==> src/design/pdc_pkg.sv <==
// Shared types and constants of the preset arm PD controller.
package pdc_pkg;

  typedef enum logic [2:0] {
    CMD_KEEP      = 3'd0,
    CMD_PRESET    = 3'd1,
    CMD_CUSTOM    = 3'd2,
    CMD_STEP_UP   = 3'd3,
    CMD_STEP_DOWN = 3'd4
  } cmd_t;

  typedef enum logic [2:0] {
    REG_PRESET_0  = 3'd0,
    REG_PRESET_1  = 3'd1,
    REG_PRESET_2  = 3'd2,
    REG_PRESET_3  = 3'd3,
    REG_GAIN_P    = 3'd4,
    REG_GAIN_D    = 3'd5,
    REG_HOLD      = 3'd6,
    REG_STOP_BAND = 3'd7
  } reg_index_t;

  typedef struct packed {
    logic [3:0][15:0] preset_pos;
    logic [9:0]       gain_p;
    logic [9:0]       gain_d;
    logic [6:0]       hold_offset;
    logic [9:0]       stop_band;
  } cfg_t;

  localparam logic [15:0] PRESET_0_RESET   = 16'd0;
  localparam logic [15:0] PRESET_1_RESET   = 16'd550;
  localparam logic [15:0] PRESET_2_RESET   = 16'd5800;
  localparam logic [15:0] PRESET_3_RESET   = 16'd9650;
  localparam logic [9:0]  GAIN_P_RESET     = 10'd51;
  localparam logic [9:0]  GAIN_D_RESET     = 10'd205;
  localparam logic [6:0]  HOLD_RESET       = 7'd30;
  localparam logic [9:0]  STOP_BAND_RESET  = 10'd20;

  localparam logic [1:0]  LEVEL_MAX = 2'd3;
  localparam int          Q_SHIFT   = 8;
  localparam int          DRIVE_MAX = 127;

endpackage

==> src/design/pdc_cfg_regs.sv <==
// Configuration register file of the preset arm PD controller.
module pdc_cfg_regs (
  input  logic          clk,
  input  logic          rst,
  input  logic          cfg_we,
  input  logic [2:0]    cfg_index,
  input  logic [15:0]   cfg_data,
  output pdc_pkg::cfg_t cfg
);

  always_ff @(posedge clk) begin
    if (rst) begin
      cfg.preset_pos[0] <= pdc_pkg::PRESET_0_RESET;
      cfg.preset_pos[1] <= pdc_pkg::PRESET_1_RESET;
      cfg.preset_pos[2] <= pdc_pkg::PRESET_2_RESET;
      cfg.preset_pos[3] <= pdc_pkg::PRESET_3_RESET;
      cfg.gain_p        <= pdc_pkg::GAIN_P_RESET;
      cfg.gain_d        <= pdc_pkg::GAIN_D_RESET;
      cfg.hold_offset   <= pdc_pkg::HOLD_RESET;
      cfg.stop_band     <= pdc_pkg::STOP_BAND_RESET;
    end else if (cfg_we) begin
      case (pdc_pkg::reg_index_t'(cfg_index))
        pdc_pkg::REG_PRESET_0:  cfg.preset_pos[0] <= cfg_data;
        pdc_pkg::REG_PRESET_1:  cfg.preset_pos[1] <= cfg_data;
        pdc_pkg::REG_PRESET_2:  cfg.preset_pos[2] <= cfg_data;
        pdc_pkg::REG_PRESET_3:  cfg.preset_pos[3] <= cfg_data;
        pdc_pkg::REG_GAIN_P:    cfg.gain_p        <= cfg_data[9:0];
        pdc_pkg::REG_GAIN_D:    cfg.gain_d        <= cfg_data[9:0];
        pdc_pkg::REG_HOLD:      cfg.hold_offset   <= cfg_data[6:0];
        pdc_pkg::REG_STOP_BAND: cfg.stop_band     <= cfg_data[9:0];
        default: ;
      endcase
    end
  end

endmodule

==> src/design/pdc_target.sv <==
// Target and preset level tracking of the preset arm PD controller.
module pdc_target #(
  parameter int POSITION_WIDTH = 16
) (
  input  logic                             clk,
  input  logic                             rst,
  input  logic                             en,
  input  logic [2:0]                       command,
  input  logic [1:0]                       preset_index,
  input  logic [15:0]                      custom_position,
  input  pdc_pkg::cfg_t                    cfg,
  output logic signed [POSITION_WIDTH-1:0] target_next,
  output logic [1:0]                       level_next
);

  logic signed [POSITION_WIDTH-1:0] target_pos;
  logic [1:0]                       preset_level;
  logic signed [31:0]               preset_wide;
  logic signed [31:0]               custom_wide;

  assign preset_wide = 32'(signed'(cfg.preset_pos[level_next]));
  assign custom_wide = 32'(signed'(custom_position));

  always_comb begin
    level_next  = preset_level;
    target_next = target_pos;
    case (pdc_pkg::cmd_t'(command))
      pdc_pkg::CMD_PRESET: begin
        level_next  = preset_index;
        target_next = preset_wide[POSITION_WIDTH-1:0];
      end
      pdc_pkg::CMD_CUSTOM: begin
        target_next = custom_wide[POSITION_WIDTH-1:0];
      end
      pdc_pkg::CMD_STEP_UP: begin
        if (preset_level != pdc_pkg::LEVEL_MAX) begin
          level_next = preset_level + 2'd1;
        end
        target_next = preset_wide[POSITION_WIDTH-1:0];
      end
      pdc_pkg::CMD_STEP_DOWN: begin
        if (preset_level != 2'd0) begin
          level_next = preset_level - 2'd1;
        end
        target_next = preset_wide[POSITION_WIDTH-1:0];
      end
      default: ;
    endcase
  end

  always_ff @(posedge clk) begin
    if (rst) begin
      target_pos   <= '0;
      preset_level <= '0;
    end else if (en) begin
      target_pos   <= target_next;
      preset_level <= level_next;
    end
  end

endmodule

==> src/design/pdc_law.sv <==
// PD control law with hold offset, clamp and stop band of the arm controller.
module pdc_law #(
  parameter int POSITION_WIDTH = 16
) (
  input  logic                             clk,
  input  logic                             rst,
  input  logic                             en,
  input  logic signed [POSITION_WIDTH-1:0] target,
  input  logic [15:0]                      measured_position,
  input  pdc_pkg::cfg_t                    cfg,
  output logic [7:0]                       drive,
  output logic                             brake
);

  localparam int EW = POSITION_WIDTH + 1;
  localparam int DW = POSITION_WIDTH + 2;
  localparam int PW = EW + 11;
  localparam int RW = DW + 11;
  localparam int SW = POSITION_WIDTH + 16;
  localparam int QW = SW - pdc_pkg::Q_SHIFT;
  localparam int MW = (EW > 10) ? EW : 10;
  localparam logic signed [QW-1:0] QMAX = QW'(pdc_pkg::DRIVE_MAX);
  localparam logic signed [QW-1:0] QMIN = -QW'(pdc_pkg::DRIVE_MAX);

  logic signed [EW-1:0]             last_error;
  logic signed [31:0]               meas_wide;
  logic signed [POSITION_WIDTH-1:0] meas;
  logic signed [EW-1:0]             err;
  logic signed [DW-1:0]             deriv;
  logic signed [10:0]               gp;
  logic signed [10:0]               gd;
  logic signed [PW-1:0]             prod_p;
  logic signed [RW-1:0]             prod_d;
  logic signed [SW-1:0]             hold_term;
  logic signed [SW-1:0]             sum;
  logic signed [QW-1:0]             q_floor;
  logic signed [QW-1:0]             q;
  logic                             round_up;
  logic                             target_pos;
  logic [EW-1:0]                    mag;

  assign meas_wide = 32'(signed'(measured_position));
  assign meas      = meas_wide[POSITION_WIDTH-1:0];
  assign err       = EW'(target) - EW'(meas);
  assign deriv     = DW'(err) - DW'(last_error);
  assign gp        = signed'({1'b0, cfg.gain_p});
  assign gd        = signed'({1'b0, cfg.gain_d});
  assign prod_p    = err * gp;
  assign prod_d    = deriv * gd;

  assign target_pos = !target[POSITION_WIDTH-1] && (|target);
  assign hold_term  = target_pos ? SW'({cfg.hold_offset, 8'd0}) : '0;
  assign sum        = SW'(prod_p) + SW'(prod_d) + hold_term;

  // Division by 256 rounds toward zero: negative sums with a fraction move up by one.
  assign q_floor  = sum[SW-1:pdc_pkg::Q_SHIFT];
  assign round_up = sum[SW-1] && (|sum[pdc_pkg::Q_SHIFT-1:0]);
  assign q        = q_floor + QW'(round_up);

  assign mag   = err[EW-1] ? EW'(-err) : EW'(err);
  assign brake = MW'(mag) < MW'(cfg.stop_band);

  always_comb begin
    if (brake) begin
      drive = '0;
    end else if (q > QMAX) begin
      drive = QMAX[7:0];
    end else if (q < QMIN) begin
      drive = QMIN[7:0];
    end else begin
      drive = q[7:0];
    end
  end

  always_ff @(posedge clk) begin
    if (rst) begin
      last_error <= '0;
    end else if (en) begin
      last_error <= err;
    end
  end

endmodule

==> src/design/preset_arm_pd_controller.sv <==
// Top level of the preset arm PD position controller.
//
// One control tick enters per transfer on the s_ channel: s_tuser carries the
// command and s_tdata the preset index, the custom position and the measured
// position. Each tick produces exactly one result transfer on the m_ channel
// carrying drive, brake, preset level and the target in force.
// A tick is held in an input register, the target update and the PD law run in
// one combinational pass, and the result lands in an output register, from which
// it transfers once the receiver takes it. While the receiver keeps up, one tick
// can be accepted every cycle; the state update for a tick completes in the same
// cycle that its result is registered, so consecutive ticks see each other.
// When the receiver stalls, the result waits in the output register and one
// further tick is still taken into the input register before s_tready drops.
// Reset clears both stages, the preset level, the target and the previous
// error, and loads the configuration registers with their default values.
// Configuration is written through cfg_we, cfg_index and cfg_data; the user
// must write it only while idle, since the block itself does not enforce this.
module preset_arm_pd_controller #(
  parameter int POSITION_WIDTH = 16
) (
  input  logic        clk,
  input  logic        rst,
  input  logic        s_tvalid,
  output logic        s_tready,
  // [1:0] preset_index, [17:2] custom_position, [33:18] measured_position
  input  logic [39:0] s_tdata,
  // [2:0] command
  input  logic [2:0]  s_tuser,
  output logic        m_tvalid,
  input  logic        m_tready,
  // [7:0] drive, [8] brake, [10:9] level, [26:11] target_out
  output logic [31:0] m_tdata,
  input  logic        cfg_we,
  input  logic [2:0]  cfg_index,
  input  logic [15:0] cfg_data
);

  pdc_pkg::cfg_t cfg;

  logic        in_valid;
  logic [2:0]  in_command;
  logic [1:0]  in_index;
  logic [15:0] in_custom;
  logic [15:0] in_measured;

  logic        advance;
  logic        fire;

  logic signed [POSITION_WIDTH-1:0] target_next;
  logic [1:0]                       level_next;
  logic [7:0]                       drive;
  logic                             brake;
  logic signed [31:0]               target_wide;

  logic [7:0]  out_drive;
  logic        out_brake;
  logic [1:0]  out_level;
  logic [15:0] out_target;

  assign advance  = !m_tvalid || m_tready;
  assign fire     = in_valid && advance;
  assign s_tready = !in_valid || advance;

  pdc_cfg_regs u_cfg (
    .clk       (clk),
    .rst       (rst),
    .cfg_we    (cfg_we),
    .cfg_index (cfg_index),
    .cfg_data  (cfg_data),
    .cfg       (cfg)
  );

  pdc_target #(
    .POSITION_WIDTH (POSITION_WIDTH)
  ) u_target (
    .clk             (clk),
    .rst             (rst),
    .en              (fire),
    .command         (in_command),
    .preset_index    (in_index),
    .custom_position (in_custom),
    .cfg             (cfg),
    .target_next     (target_next),
    .level_next      (level_next)
  );

  pdc_law #(
    .POSITION_WIDTH (POSITION_WIDTH)
  ) u_law (
    .clk               (clk),
    .rst               (rst),
    .en                (fire),
    .target            (target_next),
    .measured_position (in_measured),
    .cfg               (cfg),
    .drive             (drive),
    .brake             (brake)
  );

  assign target_wide = 32'(target_next);

  always_ff @(posedge clk) begin
    if (rst) begin
      in_valid <= 1'b0;
      m_tvalid <= 1'b0;
    end else begin
      if (s_tready) begin
        in_valid <= s_tvalid;
      end
      if (advance) begin
        m_tvalid <= in_valid;
      end
    end
  end

  always_ff @(posedge clk) begin
    if (s_tvalid && s_tready) begin
      in_command  <= s_tuser;
      in_index    <= s_tdata[1:0];
      in_custom   <= s_tdata[17:2];
      in_measured <= s_tdata[33:18];
    end
    if (fire) begin
      out_drive  <= drive;
      out_brake  <= brake;
      out_level  <= level_next;
      out_target <= target_wide[15:0];
    end
  end

  assign m_tdata = {5'd0, out_target, out_level, out_brake, out_drive};

endmodule

==> config.mk <==
export PLATFORM = sky130hd
export DESIGN_NAME = preset_arm_pd_controller
export DESIGN_NICKNAME = d
export VERILOG_FILES = /design/src/design/pdc_pkg.sv /design/src/design/pdc_cfg_regs.sv /design/src/design/pdc_target.sv /design/src/design/pdc_law.sv /design/src/design/preset_arm_pd_controller.sv
export SDC_FILE = /design/constraint.sdc
export NUM_CORES = 1
export LEC_CHECK = 0
export ABC_CLOCK_PERIOD_IN_PS = 21700
export BUFFER_PORTS_ARGS = -buffer_cell sky130_fd_sc_hd__buf_2
export CORE_MARGIN = 2
export CORE_UTILIZATION = 45
export CTS_CLUSTER_SIZE = 28
export DETAILED_ROUTE_END_ITERATION = 6
export SETUP_SLACK_MARGIN = 0.2
export SLEW_MARGIN = 20
export SYNTH_ARGS = -nofsm -noshare
export SYNTH_HDL_FRONTEND = slang
export SYNTH_SLANG_ARGS = --single-unit
==> constraint.sdc <==
create_clock -name clk -period 21.7 [get_ports clk]
set_clock_uncertainty 0.1 [all_clocks]
set_input_delay 6.51 -clock clk [delete_from_list [all_inputs] [get_ports clk]]
set_output_delay 6.51 -clock clk [all_outputs]
set_load 0.005 [all_outputs]
==> metrics, run 1 <==
setup_tns 0 ns; post-CTS sizing 0; Synth Flop Type dfxtp_1; most frequent cells in the layout 474 x inv_1, 468 x nand2_1, 360 x fa_1, 166 x ha_1; Syn Area/Cell 8.73 sq um; Post-synth EDFFs 64; I/O pin total 101; global-route wire length before repair 116000 microns; global route overflow 0; clk slew on worst S/H paths 0.06 ns; Detailed Place HPWL 54700 microns; CTS Buf Count 24; Starting Density 45.5%; Crit path arrival time 18.58 ns; gpl congestion 0.899; Min-Delay Path Class flop to flop; CP max stage cell o21ai_1; final-report setup violation count 0; Routed wire per std cell 18.8 microns; kind of critical path flop to flop; die area 58900 sq um; most used cell, CP fa_1; Die Span X 243 microns; Clock Latency Late Sink 0.54 ns; Routed Antenna Nets 0; Buffers on Ports 89; DRT Wirelength 70300 microns; CTS sink count 202; leading cell type in the layout, fill and taps excluded inv_1; post-synthesis async set-or-reset flop share 0%; family with the most delay on the worst path compound AO/OA/AOI/OAI gates; worst-path maximum fanout 33; maximum clock frequency 0.0543 GHz; Die Y 243 microns; CP max stage delay 0.94 ns; CP required 21.86 ns; Max H-tree Level 1; Slew Limit Fails 0; vias in the first global route 21200; CTS tree built; Root Driver clkbuf_16; RSZ-0062 raised after global routing false; Tcrit/Tclk final 84.9%; 1st-iter DRT viols 1711; first drt pass iteration count 7; Synth Warn # 0; nets@finish 3552; Yosys reg bits 202; Buf/Inv on CP 3; gr usage total 24.5%; post-synth cell types 100; Final Critical Period 18.42 ns; largest net degree at the start of global routing 107; Startpoint Class flop; Setup Buffers After CTS 0; Worst Max-Slew Pin Slew 1.12 ns; relative slew slack 25.2%; proportion of layout cells with a drive suffix above 1 7.93%; post-cts hold buffer count 0; Area growth syn-to-layout 7.67%; max-cap violations 0; synthesized cell area 25600 sq um; # DRC 0; count of final hold-check violations 0; Seq/Total Area, Yosys 18.3%; maximum clock insertion buffer count 3; status complete, no violations; core footprint 56400 sq um; DR vias 20500; Mapped Cells 2938; Critical Path End Type flop; vias per cell 5.48; initial antenna violation count 3; Row Count 87
routing by layer:
metal  routed length (microns)  vias to the layer above  GRT usage (%)
li1                          -                     9547              -
met2                     32300                      675           39.3
met1                     31100                    10100           34.6
met5                         0                        -              0
met4                      2520                        0           7.45
met3                      4390                      120           3.18
registers in the layout (all words and copies together) (netlist names):
signal                 count
out_target                16
u_law.last_error          17
out_level                  2
out_drive                  8
u_cfg.cfg                101
u_target.target_pos       16
out_brake                  1
u_target.preset_level      2
in_command                 3
in_index                   2
in_measured               16
m_tvalid                   1
in_custom                 16
in_valid                   1
area by class of cell:
class	instances	area, sq um
diodes	3	7.51
clock buffers	38	716
inverters	475	1780
clock inverters	6	65.1
multi-input cells	2124	18600
well taps	756	946
fillers	5432	28800
flip-flops and latches	202	4680
repair buffers	132	771
final timing paths:
path,start,to,slack [ns],cells after the start
worst max-delay path,in_command[1],out_drive[3],3.28,55
worst min-delay path,u_cfg.cfg[82],u_cfg.cfg[82],0.35,2
worst max register to register,in_command[1],out_drive[3],3.28,55
worst min register to register,u_cfg.cfg[82],u_cfg.cfg[82],0.35,2
kinds of logic (layout without fill, tap and decap cells):
| logic type | after synthesis | in the layout | share of synthesized area [%] |
|---|---|---|---|
| buf+inv | 616 | 651 | 9.22 |
| mux | 29 | 29 | 1.92 |
| simple gates | 1049 | 1049 | 19.5 |
| flops | 202 | 202 | 18.3 |
| fa+ha+maj | 526 | 526 | 36.2 |
| other cells | 1 | 8 | 0.0146 |
| compound gates | 427 | 427 | 11.8 |
| xor+xnor | 88 | 88 | 3.06 |
worst min-delay path: cells and delay by family (launching register included):
kind | cells | cell delay (ns)
flip-flops | 1 | 0.30
AO/OA/AOI/OAI | 1 | 0.05
AND/OR/NAND/NOR | 1 | 0.05
stage by stage:
step                hold slack, ns  setup slack (ns)  instances  utilization [%]  instance area [sq um]
finish                       0.354              3.28       3736             49.0                  27600
CTS                          0.353              3.39       3733             48.9                  27600
detailed placement           0.345              3.50       3689             47.6                  26800
global route                 0.371              1.78       3736             49.0                  27600
floorplan                    0.333              6.31       2942                -                  25700
global placement             0.339              3.83       3689             47.5                  26800
synth_stat cells, drive strengths merged, types with 20 or more instances:
master | n | area share (%)
nor3 | 55 | 1.1
clkbuf | 122 | 1.8
a21oi | 158 | 3.3
nand2 | 468 | 6.9
ha | 166 | 8.1
nor2b | 31 | 0.76
xor2 | 29 | 1.0
inv | 475 | 7.0
o21ai | 41 | 0.83
xnor2 | 59 | 2.0
nand3b | 38 | 1.2
nor4 | 20 | 0.59
and2 | 122 | 3.0
edfxtp | 64 | 7.5
nand2b | 28 | 0.68
a211oi | 44 | 1.3
fa | 360 | 28
nor2 | 153 | 2.2
dfxtp | 138 | 11
nand3 | 63 | 1.2
Power of run 1 is not shown: default switching activity piles up to over one toggle a cycle in this logic, so the estimate is an artifact.
==> inputs of run 2 (changes only) <==
ABC_CLOCK_PERIOD_IN_PS = 16760   (was 21700)
clock period = 16.76 ns   (was 21.7 ns; I/O delays follow)
==> run 2 against run 1 <==
Via count grew 0.48%; fmax grew 18%; worst setup slack lost 2.2 ns; utilization grew 0.91 points; first-iteration DRC count shrank 13%; clock-buffer cell count shrank 13; highest routed layer unchanged.
==> metrics, run 2 (same netlist as run 1, synthesis figures left out) <==
first drt pass iteration count 6; Clock Latency Late Sink 0.54 ns; final-report setup violation count 0; Slew Limit Fails 0; max reg flops 101; Most flops, register u_cfg.cfg; CTS tree built; Startpoint Class flop; fin area 28100 sq um; Tcrit/Tclk final 93.3%; Routed Antenna Nets 0; family with the most delay on the worst path compound AO/OA/AOI/OAI gates; Root Driver clkbuf_16; I/O pin total 101; Min-Delay Path Class flop to flop; die area 58900 sq um; gpl congestion 0.885; Starting Density 45.5%; core footprint 56400 sq um; post-cts hold buffer count 0; maximum clock insertion buffer count 3; CP max stage cell fa_1; Routed wire per std cell 18.3 microns; kind of critical path flop to flop; CP max stage delay 0.57 ns; count of final hold-check violations 0; global route overflow 0; max-cap violations 0; worst-path maximum fanout 8; Buf/Inv on CP 7; setup_tns 0 ns; DR vias 20600; Die Y 243 microns; 1st-iter DRT viols 1494; initial antenna violation count 4; proportion of layout cells with a drive suffix above 1 10.0%; DRT Wirelength 69600 microns; fin util 49.9%; relative slew slack 30.7%; Worst Max-Slew Pin Slew 1.04 ns; Final Critical Period 15.63 ns; Area after DPL 27200 sq um; Die Span X 243 microns; most frequent cells in the layout 474 x inv_1, 468 x nand2_1, 360 x fa_1, 166 x ha_1, 151 x nor2_1; vias per cell 5.42; CTS sink count 202; RSZ-0062 raised after global routing false; CP required 16.93 ns; Critical Path End Type flop; maximum clock frequency 0.0640 GHz; Max H-tree Level 1; CTS Buf Count 24; most used cell, CP fa_1; Row Count 87; clk slew on worst S/H paths 0.06 ns; gr usage total 24.2%; # DRC 0; Area growth syn-to-layout 9.67%; Detailed Place HPWL 55500 microns; leading cell type in the layout, fill and taps excluded inv_1; Buffers on Ports 89; largest net degree at the start of global routing 119; status complete, no violations; vias in the first global route 20900; nets@finish 3610; Crit path arrival time 15.80 ns; biggest regs u_cfg.cfg (101), u_law.last_error (17); global-route wire length before repair 114000 microns
[run 2: cell types whose count changed in the layout (fill, tap and decap cells not counted), sizes merged]
cell    previous run  this run
buf              132       190
diode              3         2
clkbuf            38        25
clkinv             5        15
inv              475       476
bufinv             0         2
[run 2: path summary, 6_finish.rpt]
kind	from	cells past startpoint	endpoint	slack [ns]
worst min-delay path	u_cfg.cfg[69]	2	u_cfg.cfg[69]	0.35
worst max-delay path	in_command[0]	58	out_drive[4]	1.13
worst max register to register	in_command[0]	58	out_drive[4]	1.13
worst min register to register	u_cfg.cfg[69]	2	u_cfg.cfg[69]	0.35
[run 2: repair_timing]
item / 4_1_cts / 5_1_grt
gates resized for setup: 0 / 16
endpoints found under the setup margin: 0 / 8
setup buffers: 0 / 6
[run 2: layout make-up]
class                           instances  area (sq um)
Multi-Input combinational cell       2124         18700
Clock inverter                         19           175
Tap cell                              756           946
Clock buffer                           25           604
Timing Repair Buffer                  190          1220
Inverter                              475          1780
Sequential cell                       202          4680
Fill cell                            5439         28300
Antenna cell                            2          5.00
[run 2: routing by layer]
| layer | global-route usage, % | vias up | part of all wire [%] |
|---|---|---|---|
| li1 | - | 9683 | - |
| met1 | 34.7 | 10200 | 46 |
| met2 | 39.1 | 629 | 46 |
| met3 | 2.17 | 91 | 5.2 |
| met4 | 6.96 | 0 | 3.4 |
| met5 | 0 | - | 0 |
[run 2: worst min-delay path: cells and delay by family, from the launching register on]
family	cells	cell delay, ns
simple gates	1	0.05
compound gates	1	0.05
flops	1	0.30
[run 2: stage by stage]
stage / worst slack, ns / instances / hold slack, ns
2_1_floorplan: 1.37 / 2942 / 0.333
3_3_place_gp: 0.753 / 3741 / 0.338
3_5_place_dp: 0.448 / 3741 / 0.344
4_1_cts: 0.311 / 3785 / 0.352
5_1_grt: 0.196 / 3793 / 0.366
6_report: 1.13 / 3793 / 0.351
Power of run 2 is left out for the same reason.
==> inputs of run 3 (changes only) <==
ABC_AREA = 1   (was unset)
==> run 3 against run 2 <==
Global-route usage increased by 1.7 points; worst setup slack improved by 0.29 ns; sequential share of layout area is 0.53 points higher; utilization shrank 0.41 points; synthesized area down 2.1%; sequential cell count stayed put; fmax grew 1.9%; synthesized cell count increased by 12%; routed wire length grew 2.5%; non-clock buffer count shrank 49; hold slack better by 0.0051 ns; critical endpoint is now out_drive[0]; highest routed layer is now met5.
==> metrics, run 3 <==
Syn Area/Cell 7.61 sq um; proportion of layout cells with a drive suffix above 1 8.07%; Clock Latency Late Sink 0.54 ns; Max H-tree Level 1; Detailed Place HPWL 57700 microns; global route overflow 0; Post-synth top cells 711 x inv_1, 698 x nand2_1, 366 x nor2_1, 360 x fa_1, 166 x ha_1; initial antenna violation count 1; HP Start u_cfg.cfg[79]; CP Launch Point in_command[2]; clk slew on worst S/H paths 0.06 ns; Routed Antenna Nets 0; kind of critical path flop to flop; Yosys reg bits 202; Area growth syn-to-layout 8.57%; maximum clock insertion buffer count 3; relative slew slack 31.4%; Synth Flop Type dfxtp_1; RSZ-0062 raised after global routing false; biggest regs u_cfg.cfg (101), u_law.last_error (17); Crit path arrival time 15.54 ns; vias in the first global route 21600; CP max stage delay 0.63 ns; Post-synth EDFFs 64; Routed wire per std cell 17.2 microns; largest net degree at the start of global routing 110; Root Driver clkbuf_16; family with the most delay on the worst path simple AND/OR/NAND/NOR gates; dominant cells by area after synthesis fa_1 29%, dfxtp_1 11%, inv_1 11%; synthesized cell area 25100 sq um; status complete, no violations; maximum clock frequency 0.0652 GHz; setup_tns 0 ns; Critical Path End Type flop; worst-path maximum fanout 19; most frequent cells in the layout 708 x inv_1, 698 x nand2_1, 366 x nor2_1, 360 x fa_1, 166 x ha_1; DR vias 21100; leading cell type in the layout, fill and taps excluded inv_1; post-synth cell types 50; Tcrit/Tclk final 91.5%; Ant. Diodes 0; die area 57700 sq um; final-report setup violation count 0; I/O pin total 101; Die Y 240 microns; Min-Delay Path Class flop to flop; gr usage total 25.9%; first drt pass iteration count 6; Row Count 86; Seq/Total Area, Yosys 18.7%; core footprint 55100 sq um; count of final hold-check violations 0; nets@finish 3971; Slew Limit Fails 0; Starting Density 45.6%; Buffers on Ports 89; Buf/Inv on CP 10; Die Span X 240 microns; Worst Max-Slew Pin Slew 1.03 ns; worst r2r src in_command[2]; # DRC 0; CP required 16.96 ns; gpl congestion 0.939; 1st-iter DRT viols 1593; max reg flops 101; most common cell in the netlist inv_1; post-synthesis async set-or-reset flop share 0%; max-cap violations 0; CTS sink count 202; Mapped Cells 3300; Startpoint Class flop; DRT Wirelength 71300 microns; most used cell, CP nand2_1; area leader, netlist fa_1; Final Critical Period 15.34 ns; vias per cell 5.10; global-route wire length before repair 117000 microns; Most flops, register u_cfg.cfg; CP max stage cell fa_1; Synth Warn # 0; CTS tree built; Synth top area share 28.7%; CTS Buf Count 22
==> run 3: cell types whose count changed after synthesis, sizes merged, moves of 39 or more <==
cell	change
nand2	+252
inv	+246
nor2	+236
o21ai	+126
and2	-116
nand3	+60
a211oi	-44
xnor2	-43
clkbuf	-39
==> run 3: cell families after synthesis <==
group	count (synthesis)	share of synthesized area, %
AOI/OAI and AO/OA	366	7.89
xor gates and xnor gates	55	1.92
adders and majority gates	526	37.0
buffers and inverters	828	12.5
DFF	202	18.7
other	1	0.0149
and+or+nand+nor	1322	22.0
==> run 3: stage by stage <==
step	util, %	std cells	hold slack (ns)	setup slack (ns)	instance area [sq um]
floorplan	-	3304	0.324	3.68	25100
CTS	49.3	4136	0.355	1.18	27200
finish	49.5	4142	0.357	1.42	27200
global placement	48.1	4096	0.333	1.47	26500
detailed placement	48.1	4096	0.337	1.26	26500
global route	49.5	4142	0.372	0.166	27200
==> run 3: final cells by class <==
class | instances | area, sq um
well taps | 748 | 936
clock buffers | 30 | 601
repair buffers | 141 | 843
fillers | 5487 | 27800
flip-flops and latches | 202 | 4680
repair inverters | 2 | 15.0
clock inverters | 10 | 81.3
multi-input cells | 2274 | 17300
inverters | 735 | 2770
==> run 3: worst paths after layout <==
check             endpoint  slack, ns  cells after the start
max           out_drive[0]       1.42                     80
min          u_cfg.cfg[79]       0.36                      2
max reg2reg   out_drive[0]       1.42                     80
min reg2reg  u_cfg.cfg[79]       0.36                      2
==> run 3: timing repair <==
action	CTS	global route
resized for setup	0	10
endpoints found under the setup margin	0	8
setup buffers	0	4
hold buffers	0	0
==> run 3: worst register-to-register path: cells and delay by family, from the launching register on <==
family,cells,cell delay (ns)
and+or+nand+nor,44,5.87
DFF,1,0.40
adders and majority gates,13,5.29
xor gates and xnor gates,1,0.16
AOI/OAI and AO/OA,12,2.02
buffers and inverters,10,1.23
==> run 3: per-layer routing <==
layer / GRT usage, % / wire length (microns) / share of wire (%) / vias up
li1: - / - / - / 10200
met1: 36.6 / 32100 / 45 / 10200
met2: 41.6 / 32000 / 45 / 657
met3: 3.03 / 4510 / 6.3 / 148
met4: 7.91 / 2740 / 3.8 / 2
met5: 0 / 7 / 0.0098 / -
Power of run 3 is left out for the same reason.
